**config.mk**
```make
export PLATFORM = sky130hd
export DESIGN_NAME = c_subset_lexer
export DESIGN_NICKNAME = d
export VERILOG_FILES = /design/src/sv/csl_pkg.sv /design/src/sv/c_subset_lexer.sv /design/src/sv/csl_step.sv
export SDC_FILE = /design/constraint.sdc
export NUM_CORES = 1
export LEC_CHECK = 0
export BUFFER_PORTS_ARGS = -buffer_cell sky130_fd_sc_hd__buf_2
export CAP_MARGIN = 20
export CORE_MARGIN = 3
export CORE_UTILIZATION = 57
export CTS_CLUSTER_SIZE = 14
export DETAILED_ROUTE_END_ITERATION = 16
export PLACE_DENSITY = 0.78
export SYNTH_ARGS = -nofsm -noshare
export SYNTH_HDL_FRONTEND = slang
export SYNTH_SLANG_ARGS = --single-unit
```
**constraint.sdc**
```tcl
create_clock -name aclk -period 5.5 [get_ports aclk]
set_clock_uncertainty 0.2 [all_clocks]
set_input_delay 0.275 -clock aclk [delete_from_list [all_inputs] [get_ports aclk]]
set_output_delay 0.275 -clock aclk [all_outputs]
set_load 0.05 [all_outputs]
```
**src/sv/csl_pkg.sv**
```systemverilog
// Shared types, codes and helper functions of the C-subset lexer.
package csl_pkg;

    localparam int OUT_OFF_W = 20;
    localparam int OUT_LIT_W = 16;
    localparam int RES_MAX   = 3;
    localparam logic [62:0] VAL_MAX = {63{1'b1}};

    // Token kinds
    localparam logic [4:0] KIND_PUNCT  = 5'd0;
    localparam logic [4:0] KIND_STRING = 5'd1;
    localparam logic [4:0] KIND_CHAR   = 5'd2;
    localparam logic [4:0] KIND_NUMBER = 5'd3;
    localparam logic [4:0] KIND_IDENT  = 5'd4;
    localparam logic [4:0] KIND_KW0    = 5'd5;
    localparam logic [4:0] KIND_END    = 5'd18;

    // Punctuator codes
    localparam logic [4:0] P_STAR    = 5'd0;
    localparam logic [4:0] P_SLASH   = 5'd1;
    localparam logic [4:0] P_LPAREN  = 5'd2;
    localparam logic [4:0] P_RPAREN  = 5'd3;
    localparam logic [4:0] P_LBRACE  = 5'd4;
    localparam logic [4:0] P_RBRACE  = 5'd5;
    localparam logic [4:0] P_SEMI    = 5'd6;
    localparam logic [4:0] P_COMMA   = 5'd7;
    localparam logic [4:0] P_LBRACK  = 5'd8;
    localparam logic [4:0] P_RBRACK  = 5'd9;
    localparam logic [4:0] P_HASH    = 5'd10;
    localparam logic [4:0] P_ANDAND  = 5'd11;
    localparam logic [4:0] P_AND     = 5'd12;
    localparam logic [4:0] P_OROR    = 5'd13;
    localparam logic [4:0] P_INC     = 5'd14;
    localparam logic [4:0] P_PLUS    = 5'd15;
    localparam logic [4:0] P_ELLIPS  = 5'd16;
    localparam logic [4:0] P_DOT     = 5'd17;
    localparam logic [4:0] P_DEC     = 5'd18;
    localparam logic [4:0] P_ARROW   = 5'd19;
    localparam logic [4:0] P_MINUS   = 5'd20;
    localparam logic [4:0] P_LE      = 5'd21;
    localparam logic [4:0] P_LT      = 5'd22;
    localparam logic [4:0] P_GE      = 5'd23;
    localparam logic [4:0] P_GT      = 5'd24;
    localparam logic [4:0] P_EQEQ    = 5'd25;
    localparam logic [4:0] P_ASSIGN  = 5'd26;
    localparam logic [4:0] P_NE      = 5'd27;
    localparam logic [4:0] P_NOT     = 5'd28;

    // Error codes
    localparam logic [2:0] ERR_NONE      = 3'd0;
    localparam logic [2:0] ERR_COMMENT   = 3'd1;
    localparam logic [2:0] ERR_STRING    = 3'd2;
    localparam logic [2:0] ERR_CHARQUOTE = 3'd3;
    localparam logic [2:0] ERR_BADBYTE   = 3'd4;

    typedef enum logic [4:0] {
        M_IDLE, M_SLASH, M_OP1, M_DOT, M_DOT2, M_IDENT, M_NUM, M_LINEC,
        M_BLOCKC, M_BLOCKSTAR, M_STR, M_STRESC, M_CHOPEN, M_CHPLAIN,
        M_CHBS, M_CHQ, M_CHDIG
    } scan_mode_t;

    typedef struct packed {
        logic [4:0]           kind;
        logic [4:0]           punct;
        logic [OUT_OFF_W-1:0] start;
        logic [OUT_OFF_W-1:0] len;
        logic [62:0]          value;
        logic [OUT_LIT_W-1:0] lit;
        logic [2:0]           err;
    } result_t;

    typedef result_t [RES_MAX-1:0] res_set_t;

    function automatic logic is_digit(input logic [7:0] c);
        return c >= 8'h30 && c <= 8'h39;
    endfunction

    function automatic logic is_word_head(input logic [7:0] c);
        return (c >= 8'h61 && c <= 8'h7a) || (c >= 8'h41 && c <= 8'h5a) || c == 8'h5f;
    endfunction

    // Append one decimal digit, saturating at the value maximum
    function automatic logic [62:0] dec_push(input logic [62:0] acc, input logic [3:0] d);
        logic [66:0] t;
        t = ({4'b0, acc} << 3) + ({4'b0, acc} << 1) + 67'(d);
        return (t > 67'(VAL_MAX)) ? VAL_MAX : t[62:0];
    endfunction

    // Escape table: {hit, value}
    function automatic logic [8:0] esc_lookup(input logic [7:0] c);
        logic [8:0] r;
        unique case (c)
            8'h61:   r = {1'b1, 8'h07};
            8'h62:   r = {1'b1, 8'h08};
            8'h65:   r = {1'b1, 8'h1b};
            8'h66:   r = {1'b1, 8'h0c};
            8'h6e:   r = {1'b1, 8'h0a};
            8'h72:   r = {1'b1, 8'h0d};
            8'h74:   r = {1'b1, 8'h09};
            8'h76:   r = {1'b1, 8'h0b};
            8'h5c:   r = {1'b1, 8'h5c};
            8'h27:   r = {1'b1, 8'h27};
            8'h22:   r = {1'b1, 8'h22};
            8'h3f:   r = {1'b1, 8'h3f};
            default: r = {1'b0, c};
        endcase
        return r;
    endfunction

    // Two-byte operator: {hit, code}
    function automatic logic [5:0] pair_code(input logic [7:0] f, input logic [7:0] c);
        logic [5:0] r;
        r = 6'b0;
        priority if (f == 8'h26 && c == 8'h26) r = {1'b1, P_ANDAND};
        else if (f == 8'h7c && c == 8'h7c) r = {1'b1, P_OROR};
        else if (f == 8'h2b && c == 8'h2b) r = {1'b1, P_INC};
        else if (f == 8'h2d && c == 8'h2d) r = {1'b1, P_DEC};
        else if (f == 8'h2d && c == 8'h3e) r = {1'b1, P_ARROW};
        else if (f == 8'h3c && c == 8'h3d) r = {1'b1, P_LE};
        else if (f == 8'h3e && c == 8'h3d) r = {1'b1, P_GE};
        else if (f == 8'h3d && c == 8'h3d) r = {1'b1, P_EQEQ};
        else if (f == 8'h21 && c == 8'h3d) r = {1'b1, P_NE};
        else r = 6'b0;
        return r;
    endfunction

    // One-byte operator: {hit, code}; a lone bar has none
    function automatic logic [5:0] single_code(input logic [7:0] f);
        logic [5:0] r;
        unique case (f)
            8'h26:   r = {1'b1, P_AND};
            8'h2b:   r = {1'b1, P_PLUS};
            8'h2d:   r = {1'b1, P_MINUS};
            8'h3c:   r = {1'b1, P_LT};
            8'h3e:   r = {1'b1, P_GT};
            8'h3d:   r = {1'b1, P_ASSIGN};
            8'h21:   r = {1'b1, P_NOT};
            default: r = 6'b0;
        endcase
        return r;
    endfunction

    // Keyword match on length and last six bytes
    function automatic logic [4:0] word_kind(input logic [2:0] len, input logic len_small,
                                             input logic [47:0] wp);
        logic [4:0] k;
        k = KIND_IDENT;
        if (len_small) begin
            priority if (len == 3'd6 && wp == 48'h72_65_74_75_72_6e) k = KIND_KW0;
            else if (len == 3'd2 && wp == 48'h69_66) k = KIND_KW0 + 5'd1;
            else if (len == 3'd4 && wp == 48'h65_6c_73_65) k = KIND_KW0 + 5'd2;
            else if (len == 3'd5 && wp == 48'h77_68_69_6c_65) k = KIND_KW0 + 5'd3;
            else if (len == 3'd3 && wp == 48'h66_6f_72) k = KIND_KW0 + 5'd4;
            else if (len == 3'd4 && wp == 48'h65_6e_75_6d) k = KIND_KW0 + 5'd5;
            else if (len == 3'd3 && wp == 48'h69_6e_74) k = KIND_KW0 + 5'd6;
            else if (len == 3'd4 && wp == 48'h6c_6f_6e_67) k = KIND_KW0 + 5'd7;
            else if (len == 3'd4 && wp == 48'h76_6f_69_64) k = KIND_KW0 + 5'd8;
            else if (len == 3'd6 && wp == 48'h73_74_72_75_63_74) k = KIND_KW0 + 5'd9;
            else if (len == 3'd5 && wp == 48'h75_6e_69_6f_6e) k = KIND_KW0 + 5'd10;
            else if (len == 3'd6 && wp == 48'h73_69_7a_65_6f_66) k = KIND_KW0 + 5'd11;
            else if (len == 3'd4 && wp == 48'h63_68_61_72) k = KIND_KW0 + 5'd12;
            else k = KIND_IDENT;
        end
        return k;
    endfunction

endpackage

```
**src/sv/c_subset_lexer.sv**
```systemverilog
// Streaming C-subset lexer: one source byte in, zero to three token words out.
// The first token word of a byte is presented on m_ the cycle after the byte that completes it.
// Throughput: one byte per cycle while each byte yields at most one word and m_tready is high;
// a byte yielding several words holds off the next byte while the single result port drains the buffer.
// Reset (aresetn low, synchronous): lexer idle, offsets, literal ids and buffer cleared.
module c_subset_lexer
    import csl_pkg::*;
#(
    parameter int OFFSET_BITS     = 20,
    parameter int LITERAL_ID_BITS = 16
) (
    input  logic         aclk,
    input  logic         aresetn,
    input  logic         s_tvalid,
    output logic         s_tready,
    input  logic [7:0]   s_tdata,   // ch[7:0]
    input  logic         s_tlast,   // end_of_input
    output logic         m_tvalid,
    input  logic         m_tready,
    output logic [127:0] m_tdata,   // punct_code, start_offset, token_length, token_value,
                                    // literal_id, error_code, zero pad
    output logic [4:0]   m_tuser,   // token_kind
    output logic         m_tlast    // last
);

    res_set_t   step_res;
    logic [1:0] step_count;
    logic       s_accept;
    logic       m_accept;
    logic [1:0] remain;

    result_t    res_reg [RES_MAX];
    logic [1:0] cnt_reg;
    logic [1:0] rd_reg;
    result_t    cur;

    csl_step #(
        .OFFSET_BITS    (OFFSET_BITS),
        .LITERAL_ID_BITS(LITERAL_ID_BITS)
    ) u_step (
        .aclk     (aclk),
        .aresetn  (aresetn),
        .accept   (s_accept),
        .ch       (s_tdata),
        .eoi      (s_tlast),
        .res      (step_res),
        .res_count(step_count)
    );

    // Take a new byte once the buffer empties this cycle
    assign remain   = cnt_reg - rd_reg;
    assign m_tvalid = remain != 2'd0;
    assign m_accept = m_tvalid && m_tready;
    assign s_tready = (remain == 2'd0) || (remain == 2'd1 && m_tready);
    assign s_accept = s_tvalid && s_tready;

    // Buffer pointers
    always_ff @(posedge aclk) begin
        if (!aresetn) begin
            cnt_reg <= 2'd0;
            rd_reg  <= 2'd0;
        end else if (s_accept) begin
            cnt_reg <= step_count;
            rd_reg  <= 2'd0;
        end else if (m_accept) begin
            rd_reg <= rd_reg + 2'd1;
        end
    end

    // Load the words of the accepted byte
    always_ff @(posedge aclk) begin
        if (s_accept) begin
            for (int i = 0; i < RES_MAX; i++) begin
                res_reg[i] <= step_res[i];
            end
        end
    end

    // Present the current word
    assign cur     = res_reg[rd_reg];
    assign m_tuser = cur.kind;
    assign m_tlast = (rd_reg + 2'd1) == cnt_reg;
    assign m_tdata = {1'b0, cur.err, cur.lit, cur.value, cur.len, cur.start, cur.punct};

endmodule

```
**src/sv/csl_step.sv**
```systemverilog
// Lexer state registers and the per-byte next-state and token logic.
module csl_step
    import csl_pkg::*;
#(
    parameter int OFFSET_BITS     = 20,
    parameter int LITERAL_ID_BITS = 16
) (
    input  logic           aclk,
    input  logic           aresetn,
    input  logic           accept,
    input  logic [7:0]     ch,
    input  logic           eoi,
    output res_set_t       res,
    output logic [1:0]     res_count
);

    localparam logic [OFFSET_BITS-1:0]     OMAX = '1;
    localparam logic [LITERAL_ID_BITS-1:0] LMAX = '1;

    scan_mode_t                 mode_reg, mode_next;
    logic [OFFSET_BITS-1:0]     tstart_reg, tstart_next;
    logic [OFFSET_BITS-1:0]     tlen_reg, tlen_next;
    logic [OFFSET_BITS-1:0]     pos_reg, pos_next;
    logic [62:0]                acc_reg, acc_next;
    logic [47:0]                wp_reg, wp_next;
    logic [LITERAL_ID_BITS-1:0] nlit_reg, nlit_next;
    logic [7:0]                 esc_reg, esc_next;
    logic                       errl_reg, errl_next;

    function automatic logic [OFFSET_BITS-1:0] inc_off(input logic [OFFSET_BITS-1:0] x);
        return (x == OMAX) ? x : x + 1'b1;
    endfunction

    function automatic result_t mk(input logic [4:0] kind, input logic [4:0] pc,
                                   input logic [OFFSET_BITS-1:0] st,
                                   input logic [OFFSET_BITS-1:0] ln,
                                   input logic [62:0] val,
                                   input logic [LITERAL_ID_BITS-1:0] lit,
                                   input logic [2:0] err);
        result_t r;
        logic [31:0] s32, l32, i32;
        s32 = 32'(st);
        l32 = 32'(ln);
        i32 = 32'(lit);
        r.kind  = kind;
        r.punct = pc;
        r.start = s32[OUT_OFF_W-1:0];
        r.len   = l32[OUT_OFF_W-1:0];
        r.value = val;
        r.lit   = i32[OUT_LIT_W-1:0];
        r.err   = err;
        return r;
    endfunction

    localparam logic [OFFSET_BITS-1:0] L0 = '0;
    localparam logic [OFFSET_BITS-1:0] L1 = OFFSET_BITS'(1);
    localparam logic [OFFSET_BITS-1:0] L2 = OFFSET_BITS'(2);
    localparam logic [OFFSET_BITS-1:0] L3 = OFFSET_BITS'(3);
    localparam logic [OFFSET_BITS-1:0] L4 = OFFSET_BITS'(4);
    localparam logic [LITERAL_ID_BITS-1:0] NOLIT = '0;

    // Compute next state and the tokens this word completes
    always_comb begin
        logic [1:0]             n;
        logic                   redo;
        logic [5:0]             pcode;
        logic [8:0]             eres;
        logic [OFFSET_BITS-1:0] tinc;
        logic [4:0]             wk;
        n           = 2'd0;
        redo        = 1'b0;
        pcode       = 6'b0;
        eres        = 9'b0;
        res         = '0;
        tinc        = inc_off(tlen_reg);
        wk          = word_kind(tlen_reg[2:0], tlen_reg < L4 + L3, wp_reg);
        mode_next   = mode_reg;
        tstart_next = tstart_reg;
        tlen_next   = tlen_reg;
        pos_next    = pos_reg;
        acc_next    = acc_reg;
        wp_next     = wp_reg;
        nlit_next   = nlit_reg;
        esc_next    = esc_reg;
        errl_next   = errl_reg;
        if (accept && eoi) begin
            // flush pending token, then end token and restart
            if (!errl_reg) begin
                unique case (mode_reg)
                    M_SLASH: begin
                        res[n] = mk(KIND_PUNCT, P_SLASH, tstart_reg, L1, '0, NOLIT, ERR_NONE);
                        n = n + 2'd1;
                    end
                    M_OP1: begin
                        pcode = single_code(esc_reg);
                        if (pcode[5]) res[n] = mk(KIND_PUNCT, pcode[4:0], tstart_reg, L1,
                                                  '0, NOLIT, ERR_NONE);
                        else res[n] = mk(KIND_END, P_STAR, tstart_reg, L0, '0, NOLIT,
                                         ERR_BADBYTE);
                        n = n + 2'd1;
                    end
                    M_DOT: begin
                        res[n] = mk(KIND_PUNCT, P_DOT, tstart_reg, L1, '0, NOLIT, ERR_NONE);
                        n = n + 2'd1;
                    end
                    M_DOT2: begin
                        res[n] = mk(KIND_PUNCT, P_DOT, tstart_reg, L1, '0, NOLIT, ERR_NONE);
                        n = n + 2'd1;
                        res[n] = mk(KIND_PUNCT, P_DOT, inc_off(tstart_reg), L1, '0, NOLIT,
                                    ERR_NONE);
                        n = n + 2'd1;
                    end
                    M_IDENT: begin
                        res[n] = mk(wk, P_STAR, tstart_reg, tlen_reg, '0, NOLIT, ERR_NONE);
                        n = n + 2'd1;
                    end
                    M_NUM: begin
                        res[n] = mk(KIND_NUMBER, P_STAR, tstart_reg, tlen_reg, acc_reg,
                                    NOLIT, ERR_NONE);
                        n = n + 2'd1;
                    end
                    M_BLOCKC, M_BLOCKSTAR: begin
                        res[n] = mk(KIND_END, P_STAR, tstart_reg, L0, '0, NOLIT, ERR_COMMENT);
                        n = n + 2'd1;
                    end
                    M_STR, M_STRESC: begin
                        res[n] = mk(KIND_END, P_STAR, pos_reg, L0, '0, NOLIT, ERR_STRING);
                        n = n + 2'd1;
                    end
                    M_CHOPEN, M_CHPLAIN, M_CHBS, M_CHQ, M_CHDIG: begin
                        res[n] = mk(KIND_END, P_STAR, pos_reg, L0, '0, NOLIT, ERR_CHARQUOTE);
                        n = n + 2'd1;
                    end
                    default: ;
                endcase
            end
            res[n] = mk(KIND_END, P_STAR, pos_reg, L1, '0, NOLIT, ERR_NONE);
            n = n + 2'd1;
            mode_next   = M_IDLE;
            tstart_next = '0;
            tlen_next   = '0;
            pos_next    = '0;
            acc_next    = '0;
            wp_next     = '0;
            esc_next    = '0;
            errl_next   = 1'b0;
        end else if (accept) begin
            if (!errl_reg) begin
                // continue the open token
                unique case (mode_reg)
                    M_IDLE: redo = 1'b1;
                    M_SLASH: begin
                        if (ch == 8'h2f) mode_next = M_LINEC;
                        else if (ch == 8'h2a) mode_next = M_BLOCKC;
                        else begin
                            res[n] = mk(KIND_PUNCT, P_SLASH, tstart_reg, L1, '0, NOLIT,
                                        ERR_NONE);
                            n = n + 2'd1;
                            redo = 1'b1;
                        end
                    end
                    M_OP1: begin
                        pcode = pair_code(esc_reg, ch);
                        if (pcode[5]) begin
                            res[n] = mk(KIND_PUNCT, pcode[4:0], tstart_reg, L2, '0, NOLIT,
                                        ERR_NONE);
                            n = n + 2'd1;
                            mode_next = M_IDLE;
                        end else begin
                            pcode = single_code(esc_reg);
                            if (pcode[5]) begin
                                res[n] = mk(KIND_PUNCT, pcode[4:0], tstart_reg, L1, '0,
                                            NOLIT, ERR_NONE);
                                n = n + 2'd1;
                                redo = 1'b1;
                            end else begin
                                res[n] = mk(KIND_END, P_STAR, tstart_reg, L0, '0, NOLIT,
                                            ERR_BADBYTE);
                                n = n + 2'd1;
                                errl_next = 1'b1;
                                mode_next = M_IDLE;
                            end
                        end
                    end
                    M_DOT: begin
                        if (ch == 8'h2e) mode_next = M_DOT2;
                        else begin
                            res[n] = mk(KIND_PUNCT, P_DOT, tstart_reg, L1, '0, NOLIT,
                                        ERR_NONE);
                            n = n + 2'd1;
                            redo = 1'b1;
                        end
                    end
                    M_DOT2: begin
                        if (ch == 8'h2e) begin
                            res[n] = mk(KIND_PUNCT, P_ELLIPS, tstart_reg, L3, '0, NOLIT,
                                        ERR_NONE);
                            n = n + 2'd1;
                            mode_next = M_IDLE;
                        end else begin
                            res[n] = mk(KIND_PUNCT, P_DOT, tstart_reg, L1, '0, NOLIT,
                                        ERR_NONE);
                            n = n + 2'd1;
                            res[n] = mk(KIND_PUNCT, P_DOT, inc_off(tstart_reg), L1, '0,
                                        NOLIT, ERR_NONE);
                            n = n + 2'd1;
                            redo = 1'b1;
                        end
                    end
                    M_IDENT: begin
                        if (is_word_head(ch) || is_digit(ch)) begin
                            wp_next   = {wp_reg[39:0], ch};
                            tlen_next = tinc;
                        end else begin
                            res[n] = mk(wk, P_STAR, tstart_reg, tlen_reg, '0, NOLIT,
                                        ERR_NONE);
                            n = n + 2'd1;
                            redo = 1'b1;
                        end
                    end
                    M_NUM: begin
                        if (is_digit(ch)) begin
                            acc_next  = dec_push(acc_reg, ch[3:0]);
                            tlen_next = tinc;
                        end else begin
                            res[n] = mk(KIND_NUMBER, P_STAR, tstart_reg, tlen_reg, acc_reg,
                                        NOLIT, ERR_NONE);
                            n = n + 2'd1;
                            redo = 1'b1;
                        end
                    end
                    M_LINEC: if (ch == 8'h0a) mode_next = M_IDLE;
                    M_BLOCKC: if (ch == 8'h2a) mode_next = M_BLOCKSTAR;
                    M_BLOCKSTAR: begin
                        if (ch == 8'h2f) mode_next = M_IDLE;
                        else if (ch != 8'h2a) mode_next = M_BLOCKC;
                    end
                    M_STR: begin
                        tlen_next = tinc;
                        if (ch == 8'h5c) mode_next = M_STRESC;
                        else if (ch == 8'h22) begin
                            res[n] = mk(KIND_STRING, P_STAR, tstart_reg, tinc, '0, nlit_reg,
                                        ERR_NONE);
                            n = n + 2'd1;
                            nlit_next = (nlit_reg == LMAX) ? nlit_reg : nlit_reg + 1'b1;
                            mode_next = M_IDLE;
                        end
                    end
                    M_STRESC: begin
                        tlen_next = tinc;
                        mode_next = M_STR;
                    end
                    M_CHOPEN: begin
                        if (ch == 8'h5c) mode_next = M_CHBS;
                        else begin
                            acc_next  = 63'(ch);
                            mode_next = M_CHPLAIN;
                        end
                    end
                    M_CHPLAIN: begin
                        res[n] = mk(KIND_CHAR, P_STAR, tstart_reg, L3, acc_reg, NOLIT,
                                    ERR_NONE);
                        n = n + 2'd1;
                        mode_next = M_IDLE;
                    end
                    M_CHBS: begin
                        eres = esc_lookup(ch);
                        if (!eres[8] && is_digit(ch)) begin
                            acc_next  = 63'(ch[3:0]);
                            tlen_next = L3;
                            mode_next = M_CHDIG;
                        end else begin
                            acc_next  = 63'(eres[7:0]);
                            mode_next = M_CHQ;
                        end
                    end
                    M_CHQ: begin
                        if (ch == 8'h27) begin
                            res[n] = mk(KIND_CHAR, P_STAR, tstart_reg, L4, acc_reg, NOLIT,
                                        ERR_NONE);
                            n = n + 2'd1;
                            mode_next = M_IDLE;
                        end else begin
                            res[n] = mk(KIND_END, P_STAR, pos_reg, L0, '0, NOLIT,
                                        ERR_CHARQUOTE);
                            n = n + 2'd1;
                            errl_next = 1'b1;
                            mode_next = M_IDLE;
                        end
                    end
                    M_CHDIG: begin
                        if (is_digit(ch)) begin
                            acc_next  = dec_push(acc_reg, ch[3:0]);
                            tlen_next = tinc;
                        end else if (ch == 8'h27) begin
                            res[n] = mk(KIND_CHAR, P_STAR, tstart_reg, tinc, acc_reg, NOLIT,
                                        ERR_NONE);
                            n = n + 2'd1;
                            mode_next = M_IDLE;
                        end else begin
                            res[n] = mk(KIND_END, P_STAR, pos_reg, L0, '0, NOLIT,
                                        ERR_CHARQUOTE);
                            n = n + 2'd1;
                            errl_next = 1'b1;
                            mode_next = M_IDLE;
                        end
                    end
                    default: redo = 1'b1;
                endcase
                // start a new token from the idle state
                if (redo) begin
                    mode_next = M_IDLE;
                    if (!(ch == 8'h20 || (ch >= 8'h09 && ch <= 8'h0d))) begin
                        tstart_next = pos_reg;
                        unique case (ch)
                            8'h2f: mode_next = M_SLASH;
                            8'h2a, 8'h28, 8'h29, 8'h7b, 8'h7d, 8'h3b, 8'h2c, 8'h5b, 8'h5d,
                            8'h23: begin
                                unique case (ch)
                                    8'h2a:   pcode[4:0] = P_STAR;
                                    8'h28:   pcode[4:0] = P_LPAREN;
                                    8'h29:   pcode[4:0] = P_RPAREN;
                                    8'h7b:   pcode[4:0] = P_LBRACE;
                                    8'h7d:   pcode[4:0] = P_RBRACE;
                                    8'h3b:   pcode[4:0] = P_SEMI;
                                    8'h2c:   pcode[4:0] = P_COMMA;
                                    8'h5b:   pcode[4:0] = P_LBRACK;
                                    8'h5d:   pcode[4:0] = P_RBRACK;
                                    default: pcode[4:0] = P_HASH;
                                endcase
                                res[n] = mk(KIND_PUNCT, pcode[4:0], pos_reg, L1, '0, NOLIT,
                                            ERR_NONE);
                                n = n + 2'd1;
                            end
                            8'h26, 8'h7c, 8'h2b, 8'h2d, 8'h3c, 8'h3e, 8'h3d, 8'h21: begin
                                esc_next  = ch;
                                mode_next = M_OP1;
                            end
                            8'h2e: mode_next = M_DOT;
                            8'h22: begin
                                mode_next = M_STR;
                                tlen_next = L1;
                            end
                            8'h27: mode_next = M_CHOPEN;
                            default: begin
                                if (is_digit(ch)) begin
                                    mode_next = M_NUM;
                                    acc_next  = 63'(ch[3:0]);
                                    tlen_next = L1;
                                end else if (is_word_head(ch)) begin
                                    mode_next = M_IDENT;
                                    wp_next   = 48'(ch);
                                    tlen_next = L1;
                                end else begin
                                    res[n] = mk(KIND_END, P_STAR, pos_reg, L0, '0, NOLIT,
                                                ERR_BADBYTE);
                                    n = n + 2'd1;
                                    errl_next = 1'b1;
                                end
                            end
                        endcase
                    end
                end
            end
            pos_next = inc_off(pos_reg);
        end
        res_count = n;
    end

    // Hold lexer state
    always_ff @(posedge aclk) begin
        if (!aresetn) begin
            mode_reg   <= M_IDLE;
            tstart_reg <= '0;
            tlen_reg   <= '0;
            pos_reg    <= '0;
            acc_reg    <= '0;
            wp_reg     <= '0;
            nlit_reg   <= '0;
            esc_reg    <= '0;
            errl_reg   <= 1'b0;
        end else begin
            mode_reg   <= mode_next;
            tstart_reg <= tstart_next;
            tlen_reg   <= tlen_next;
            pos_reg    <= pos_next;
            acc_reg    <= acc_next;
            wp_reg     <= wp_next;
            nlit_reg   <= nlit_next;
            esc_reg    <= esc_next;
            errl_reg   <= errl_next;
        end
    end

endmodule

```
==> results.yml <==
critical_path:
  reg2reg_slack_ns: 0.66
  crit_path_start: "s_tdata[5]"
  path_class: "primary input to flop"
  r2r_end: "u_step.acc_reg[45]$_SDFFE_PP0P_"
  cp-end-kind: "flop"
  arrival_ns: 5.28
  path_cells: "dlygate4sd3_1 -> buf_2 -> or4b_1 -> nor2_1 -> buf_4 -> o22ai_1 -> nand2_1 -> a21oi_1 -> nor3_1 -> ha_1 -> nand4_1 -> and2_1 -> a21o_1 -> buf_4 -> and2_1"
  critPathRequiredTime_ns: 5.62
  critPathBufInv: 4
  timing.rr.start: "u_step.acc_reg[0]$_SDFFE_PP0P_"
  critPathMaxFanout: 63
  path_delay_family: "simple AND/OR/NAND/NOR gates"
  reg2reg_depth: 15
  critPathSlowestCell: "or4b_1"
  crit_path_max_incr_delay_ns: 0.85
  startpoint_type: "primary input"
timing:
  finalHoldViolations: 0
  slew_viol_final: 0
  rsz0062_at_grt: "no"
  post-route-period-util_pct: 93.8
  fin_crit_ns: 5.16
  slew_headroom_pct: 31.0
  setup_viol: 0
  fmax_mhz: 194
  finalSetupTns_ns: 0
  worst_pin_slew_ns: 1.04
detailed_routing:
  wl_um: 83300
  wl_per_cell_um: 21.8
  drt_iter0_drc: 2970
  viasPerCell: 6.51
  post-route-drc-count: 0
  vias: 24800
  postRouteAntennaNets: 0
  dr.pass1.iters: 6
logic_synthesis:
  synthDistinctLibCells: 100
  synth.avg_cell_area_um2: 8.50
  synth_ff_type: "dfxtp_1"
  synth_area_um2: 26500
  syn_inst: 3114
  synth.ff_latch_count: 394
  yosysTopAreaCell: "edfxtp_1"
  ys_seq_area_share_pct: 36.9
  netlist.area_leader.share_pct: 21.2
  synth-edff-count: 187
  ys_top_cells_by_area: "edfxtp_1 (21%), dfxtp_1 (16%), ha_1 (6.6%), and2_1 (5.5%), a21oi_1 (4.8%)"
  async_reset_ff_share_pct: 0
  synth.net_count: 3269
  synth_warnings: 0
power:
  clockPowerShare_pct: 23.9
  leakagePower_uw: 0.0112
  switching_share_pct: 45.2
  p_sw_uw: 5430
  pwr-share-comb_pct: 43.5
  power_density_nw_per_um2: 413
  fin_total_pwr_uw: 12000
  internal_power_uw: 6600
  ir_drop_v: 0.000616
  p_seq_share_pct: 32.6
clock_network:
  cts_max_path_buffers: 3
  cts_resized: 0
  cts_sinks: 394
  post_cts_buffers: 0
  cts.clk_slew.worst_paths_ns: 0.06
  clk_latency_ns: 0.58
  cts-root-buf: "clkbuf_16"
  postCtsHoldBufs: 7
  cts_made_buffers: 43
  htree_levels: 2
  cts_tree: "built"
floorplan:
  core_um2: 45600
  die-width_um: 221
  ioPinCount: 149
  die_area_um2: 49100
  num_rows: 78
  start_util_pct: 58.1
  die_h_um: 221
cells_and_area:
  largest_reg_flops: 187
  layout_common_cells: "nand2_1 (262), nor2_1 (259), a21oi_1 (255)"
  areaGrowthSynthToFinish_pct: 10.2
  drive_gt1_share_pct: 11.1
  final_common_cell: "nand2_1"
  finalNetCount: 3332
global_route:
  grt-ovfl-total: 0
  grt_pass1_wl_um: 131000
  grt_pass1_vias: 23500
  grt_usage_pct: 32.6
  grt_antenna_before_repair: 4
  grt_max_degree: 104
hold_path:
  hold_path.class: "primary input to flop"
  worstHoldPathCells: 5
  hp-start: "s_tvalid"
place:
  port_buffers: 147
  place_congestion: 1.00
  dp_hpwl_um: 60900
flow_run:
  cap_violations: 0
run_status:
  outcome: "finished, final reports clean"
==> worst max path at each step <==
stage | depth (start not counted) | slack, ns | to
floorplan | 11 | 0.77 | res_reg[0][110]$_DFFE_PP_
detailed placement | 13 | 0.39 | res_reg[0][19]$_DFFE_PP_
global placement | 13 | 0.51 | res_reg[0][19]$_DFFE_PP_
finish | 15 | 0.34 | res_reg[0][53]$_DFFE_PP_
CTS | 15 | 0.51 | res_reg[0][53]$_DFFE_PP_
global route | 16 | 0.08 | res_reg[0][53]$_DFFE_PP_
==> power by group through the flow <==
stage                     clock (uW)  sequential [uW]  combinational, uW
after global routing            3040             3970               5520
after CTS                       2910             3920               5180
after floorplan                    0             3830               3840
after global placement             0             3960               5090
final                           2870             3920               5240
after detailed placement           0             3980               5160
==> metal layers <==
layer / up-vias / wire length [um] / GRT usage (%)
li1: 11600 / - / -
met1: 11900 / 36400 / 46.4
met2: 1192 / 37500 / 51.3
met3: 175 / 7100 / 5.19
met4: 4 / 2320 / 10.2
met5: - / 22 / 0
==> metrics by stage <==
stage / instances / instance area (um^2) / util, % / setup slack [ns] / hold WS [ns]
after detailed placement: 3723 / 27700 / 60.7 / 0.391 / 0.259
after floorplan: 3114 / 26500 / - / 0.771 / 0.237
final: 3814 / 29200 / 64.0 / 0.341 / 0.0628
after global routing: 3813 / 29200 / 64.0 / 0.0774 / 0.0714
after CTS: 3810 / 29100 / 63.9 / 0.511 / 0.0265
after global placement: 3723 / 27700 / 60.7 / 0.508 / 0.252
==> cells in the mapped netlist, types with 23 or more instances <==
library cell  number
inv_1             62
o31ai_1           25
and2_1           231
xor2_1            49
dfxtp_1          207
ha_1             140
mux2i_1           65
clkbuf_1         148
nor2_1           261
nor3_1            74
nor4_1            40
nand2b_1          30
nand3_1           93
nand2_1          263
buf_2             37
a22o_1            59
and3_1            27
o211ai_1          23
a211oi_1          38
edfxtp_1         187
a31oi_1           30
nand4_1           58
a21o_1            25
o21ai_0          233
a21oi_1          255
or3_1             23
xnor2_1           56
==> worst register-to-register path, stage by stage (launching register included) <==
cell	delay [ns]
dfxtp_1	0.39
inv_1	0.09
fa_1	0.55
inv_1	0.06
ha_1	0.28
a211oi_1	0.29
o211ai_1	0.15
a211oi_1	0.38
a21oi_1	0.22
a31oi_1	0.39
o21ai_0	0.27
a211oi_1	0.47
or3_1	0.42
buf_4	0.27
a21oi_1	0.06
a211oi_1	0.27
==> logic make-up (layout without fill, tap and decap cells) <==
logic type,after synthesis,after routing,synth area share [%]
compound gates,912,912,22.1
fa+ha+maj,142,142,6.77
xor+xnor,105,105,3.47
simple gates,1225,1225,24.2
mux,65,65,2.46
flops,394,394,36.9
buf+inv,270,368,4.10
other cells,1,3,0.0142
==> cell type report <==
cell class / instances / area, um^2
Fill cell: 3887 / 16400
Multi-Input combinational cell: 2450 / 15700
Sequential cell: 394 / 9760
Timing Repair Buffer: 223 / 1330
Clock buffer: 55 / 1210
Tap cell: 600 / 751
Inverter: 65 / 251
Clock inverter: 25 / 188
Antenna cell: 2 / 5.00
Note: power is estimated with default switching activity, not from simulation.
